===== src/design/aisu_pkg.sv =====
// aisu_pkg: shared widths, defaults and cell control type for the integer sorter
`timescale 1ns / 1ps
`default_nettype none
package aisu_pkg;

    localparam int VALUE_W       = 32;
    localparam int DEPTH_DEFAULT = 64;

    typedef logic signed [VALUE_W-1:0] value_t;

    typedef struct packed {
        logic insert;
        logic shift;
    } cell_ctrl_t;

endpackage
`default_nettype wire


===== src/design/aisu_cell.sv =====
// aisu_cell: one slot of the insertion chain, holding a value and its valid flag
`timescale 1ns / 1ps
`default_nettype none
module aisu_cell (
    input  wire logic                                clk,
    input  wire logic                                rst_n,
    input  wire aisu_pkg::cell_ctrl_t                ctrl,
    input  wire logic signed [aisu_pkg::VALUE_W-1:0] new_value,
    input  wire logic signed [aisu_pkg::VALUE_W-1:0] prev_value,
    input  wire logic                                prev_valid,
    input  wire logic                                prev_gt,
    input  wire logic signed [aisu_pkg::VALUE_W-1:0] next_value,
    input  wire logic                                next_valid,
    output      logic signed [aisu_pkg::VALUE_W-1:0] value,
    output      logic                                valid,
    output      logic                                gt
);
    import aisu_pkg::*;

    value_t value_reg;
    value_t value_next;
    logic   valid_reg;
    logic   valid_next;
    logic   take;

    // held value lies above the incoming one, so this slot moves up
    assign gt   = valid_reg && (value_reg > new_value);
    assign take = gt || (!valid_reg && prev_valid);

    always_comb
    begin
        value_next = value_reg;
        valid_next = valid_reg;
        if (ctrl.shift)
        begin
            value_next = next_value;
            valid_next = next_valid;
        end
        else if (ctrl.insert && take)
        begin
            value_next = prev_gt ? prev_value : new_value;
            valid_next = 1'b1;
        end
    end

    always_ff @(posedge clk or negedge rst_n)
    begin
        if (!rst_n)
        begin
            valid_reg <= 1'b0;
        end
        else
        begin
            valid_reg <= valid_next;
        end
    end

    always_ff @(posedge clk)
    begin
        value_reg <= value_next;
    end

    assign value = value_reg;
    assign valid = valid_reg;

endmodule
`default_nettype wire


===== config.mk =====
export PLATFORM = sky130hd
export DESIGN_NAME = aisu_cell
export DESIGN_NICKNAME = d
export VERILOG_FILES = /design/src/design/aisu_pkg.sv /design/src/design/aisu_cell.sv
export SDC_FILE = /design/constraint.sdc
export NUM_CORES = 1
export LEC_CHECK = 0
export ABC_AREA = 0
export ABC_CLOCK_PERIOD_IN_PS = 3300
export BUFFER_PORTS_ARGS = -buffer_cell sky130_fd_sc_hd__clkbuf_2
export CAP_MARGIN = 20
export CORE_ASPECT_RATIO = 0.7
export CORE_MARGIN = 2
export CORE_UTILIZATION = 39
export DETAILED_ROUTE_END_ITERATION = 12
export PLACE_DENSITY_LB_ADDON = 0.25
export SLEW_MARGIN = 20
export SYNTH_ARGS = -nofsm -noshare
export SYNTH_HDL_FRONTEND = slang
export SYNTH_SLANG_ARGS = --single-unit

===== constraint.sdc =====
create_clock -name clk -period 3.3 [get_ports clk]
set_input_delay 0 -clock clk [delete_from_list [all_inputs] [get_ports clk]]
set_output_delay 0 -clock clk [all_outputs]
set_load 0.005 [all_outputs]

Word-level counts from Yosys, hierarchy flattened
Cells that the tools add are included.

Output and inout port bits: 34. Register bits: 33. Logic and storage cells: 14.

Reduce and logical (&&, ||, !) cells: 6. Order comparisons: 1. Muxes and demuxes: 5.

Operator list (number): $mux 32 (3); $gt 32x32->1 (1); $logic_and 1x1->1 (3); $mux 1 (2); $reduce_bool 2->1 (1); $logic_not 1->1 (1); $logic_or 1x1->1 (1).

Depth between registers and ports, before layout
Depth in word-level cells: 6. Gate-level depth with buffers: 9. Mapped depth without buffers: 9.

Worst setup path after synthesis
No wires, ideal clock.

Kind: flip-flop to flip-flop. From: reg value_reg[10] (netlist: value[10]). To: reg value_reg[0] (netlist: value[0]), enable pin. Slack: -0.379 ns. Required time: 2.875 ns. Buffers on the path: 0. Arrival time: 3.254 ns. Setup time: 0.425 ns. Cell stages (with the launch flop): 9. Path through: edfxtp_1 > ha_1 > a21oi_2 > nand2_1 > a221o_1 > a221o_1 > a21oi_2 > xnor2_1 > o21ai_1.

Cells in the longest elaborated chain, start to end: 5.

Ends and longest elaborated chain: start: declaration (RTL line aisu_cell.sv:20) `value_t value_reg;`; start signal: assignment (RTL line aisu_cell.sv:60) `value_reg <= value_next;`; $gt 32x32->1 (RTL line aisu_cell.sv:27) `assign gt = valid_reg && (value_reg > new_value);`; $logic_and 1x1->1 (RTL line aisu_cell.sv:27); $logic_or 1x1->1 (RTL line aisu_cell.sv:28) `assign take = gt || (!valid_reg && prev_valid);`; $logic_and 1x1->1 (RTL line aisu_cell.sv:39) `else if (ctrl.insert && take)`; $reduce_bool 2->1 (no line).

No other way between the ends. A chain may end at the register's enable or synchronous reset.

Final worst setup path
From: reg value_reg[10] (netlist: value[10]). To: reg value_reg[7] (netlist: value[7]), enable pin.

Same word-level chain as after synthesis.

==> out/results.txt <==
routed via count = 2315
initial antenna violation count = 0
Max IR drop VDD = 0.146 mV
max reg flops = 32
Port Buffers = 136
#FFs+latches synth = 33
Hold Crit Class = in2reg
router iterations before antenna repair = 4
largest net degree at the start of global routing = 42
Comb pwr share = 31.4%
unrepaired setup endpoints after global routing = no
number of core rows = 24
drt wl/cell = 13.0 um
Clock Skew = 5.02 ps
Post-DP Area = 3260 um2
vias in the first global route = 2241
DRT Wirelength = 6.35 mm
post-route antenna net violation count = 0
total net switching power = 359 uW
Sw Ratio = 29.7%
Synth Instances = 267
required time worst endpoint = 3260 ps
DPL Wire Length = 5.16 mm
crit end category = flop
Seq/Total Area, Yosys = 39.6%
Slew Limit Fails = 0
total gr overflow = 0
global-route wire length before repair = 10.2 mm
NumNets Final = 546
Clk Tree Root Cell = clkbuf_8
Clk pwr share = 22.8%
Final GP Congestion = 0.773
cell-internal power = 851 uW
Worst Path Arrival = 2600 ps
Slew @ Worst Pin = 1090 ps
fin crit share = 80.0%
n_diodes = 0
max-cap violation count = 0
syn avg cell area = 9.33 um2
crit path max fanout = 18
outcome = completed
drt via density = 4.73
Mapped Area = 2490 um2
Slew headroom = 27.4%
core area = 6220 um2
LEAKAGE = 0.00185 uW
Die X = 99.5 um
Pwr Density = 353 nW/um2
Filler cells = 588
Synthesized Nets = 402
Reg power frac = 45.8%
die height = 70.9 um
synth unique cells = 24
DRC = 0
TritonCTS Sinks = 33
cts repair resizes = 0
Clock transition at path regs = 70 ps
clk_lat worst skew = 280 ps
Crit Path Class = reg2reg
setup TNS = 0 ps
postcts setup bufs = 0
design area = 3420 um2
Layout area overhead = 37.5%
Initial Util = 40.1%
CTS Buf Count = 5
minimum clock period = 2640 ps
Final Hold Fails = 0
I/O pins = 137
CTS max path bufs = 2
Fmax = 379 MHz
gr usage total = 18.4%
DR iter-0 viols = 106
CTS tree = built
layout cells sized above 1 = 36.3%
CP Launch Type = flop
final setup violation count = 0
die area = 7050 um2
Max H-tree Level = 2
yosys synthesis warning count = 0
[cell type report]
type	instances	area (um2)	share of cell area, %
Clock buffer	6	72.6	2.12
Multi-Input combinational cell	187	1340	39.0
Sequential cell	33	986	28.8
Inverter	36	135	3.95
Clock inverter	1	3.75	0.110
Timing Repair Buffer	148	793	23.2
Tap cell	78	97.6	2.85
[final timing paths]
| check | cells past startpoint | slack (ps) | startpoint | end |
|---|---|---|---|---|
| min in group asynchronous | 2 | 40 | rst_n | valid$_DFFE_PN0P_ |
| hold / removal | 3 | 6 | next_value[28] | value[28]$_DFFE_PP_ |
| max in group asynchronous | 2 | 3170 | rst_n | valid$_DFFE_PN0P_ |
| hold reg to reg | 2 | 660 | valid$_DFFE_PN0P_ | valid$_DFFE_PN0P_ |
| setup reg to reg | 9 | 660 | value[10]$_DFFE_PP_ | value[7]$_DFFE_PP_ |
| setup / recovery | 9 | 660 | value[10]$_DFFE_PP_ | value[7]$_DFFE_PP_ |
[per-layer routing]
metal	GRT usage, %	vias to the layer above	part of all wire, %
met5	0	-	0
met4	5.02	0	0.85
met3	3.36	5	6.8
met2	29.4	87	44
met1	25.7	995	49
li1	-	1228	-
[power by group through the flow]
stage	logic [uW]	registers, uW	clock network [uW]
after detailed placement	375	564	0
final	380	554	276
after CTS	385	555	287
after global placement	367	561	0
after global routing	435	561	303
after floorplan	194	565	0
[placed cells by master (no fill, tap or decap), types with 2 or more instances in the layout]
cell / n
clkbuf_2: 136
nand2_1: 45
inv_1: 36
o21ai_0: 36
mux2i_1: 32
ha_1: 32
edfxtp_1: 32
a21oi_1: 12
dlygate4sd3_1: 9
nand4_1: 6
nand3_1: 5
clkbuf_8: 5
nor2_1: 4
buf_4: 3
nor4_1: 2
a21oi_2: 2
a221o_1: 2
[stage by stage]
stage | hold slack (ps) | std cells | util [%] | setup slack (ps) | power [uW]
3_3_place_gp | -224 | 473 | 52.4 | 699 | 928
5_1_grt | 13.3 | 489 | 55.1 | 456 | 1300
4_1_cts | 0.467 | 489 | 55.1 | 647 | 1230
3_5_place_dp | -222 | 473 | 52.4 | 667 | 939
2_1_floorplan | -296 | 267 | - | 209 | 759
6_report | 5.61 | 489 | 55.1 | 659 | 1210
[logic make-up (layout without fill, tap and decap cells)]
family	count (synthesis)	after routing	synth area share, %
AOI/OAI and AO/OA	59	59	13.3
xor gates and xnor gates	1	1	0.352
adders and majority gates	32	32	16.1
buffers and inverters	47	191	7.23
DFF	33	33	39.6
muxes	32	32	12.9
and+or+nand+nor	63	63	10.6
[critical path, cell delays in order, from the launching register on]
cell,delay [ps]
edfxtp_1,390
ha_1,350
a21oi_2,150
nand2_1,60
a221o_1,330
a221o_1,310
a21oi_2,150
xnor2_1,130
o21ai_4,170
buf_4,280
[what timing repair did]
| action | in CTS | in global routing |
|---|---|---|
| setup endpoints to repair | 0 | 0 |
| hold buffers | 9 | 0 |
| hold endpoints to repair | 9 | 0 |
[synthesized netlist by cell type]
library cell,n,area [um2]
o211ai_2,1,12.5
dfrtp_1,1,25.0
nand2_1,45,169
a21oi_1,12,60.1
nand4_1,6,37.5
ha_1,32,400
nand3_1,5,25.0
a21o_2,1,8.76
o21ai_1,2,10.0
buf_2,3,15.0
inv_1,36,135
edfxtp_1,32,961
nor4_1,2,12.5
a211oi_1,1,7.51
xnor2_1,1,8.76
clkbuf_1,8,30.0
a221oi_1,1,8.76
mux2i_1,32,320
nor3_1,1,5.00
a31oi_1,1,6.26
nor2_1,4,15.0
a21oi_2,2,17.5
a221o_1,2,20.0
o21ai_0,36,180
Power figures use the tool's default switching activity.
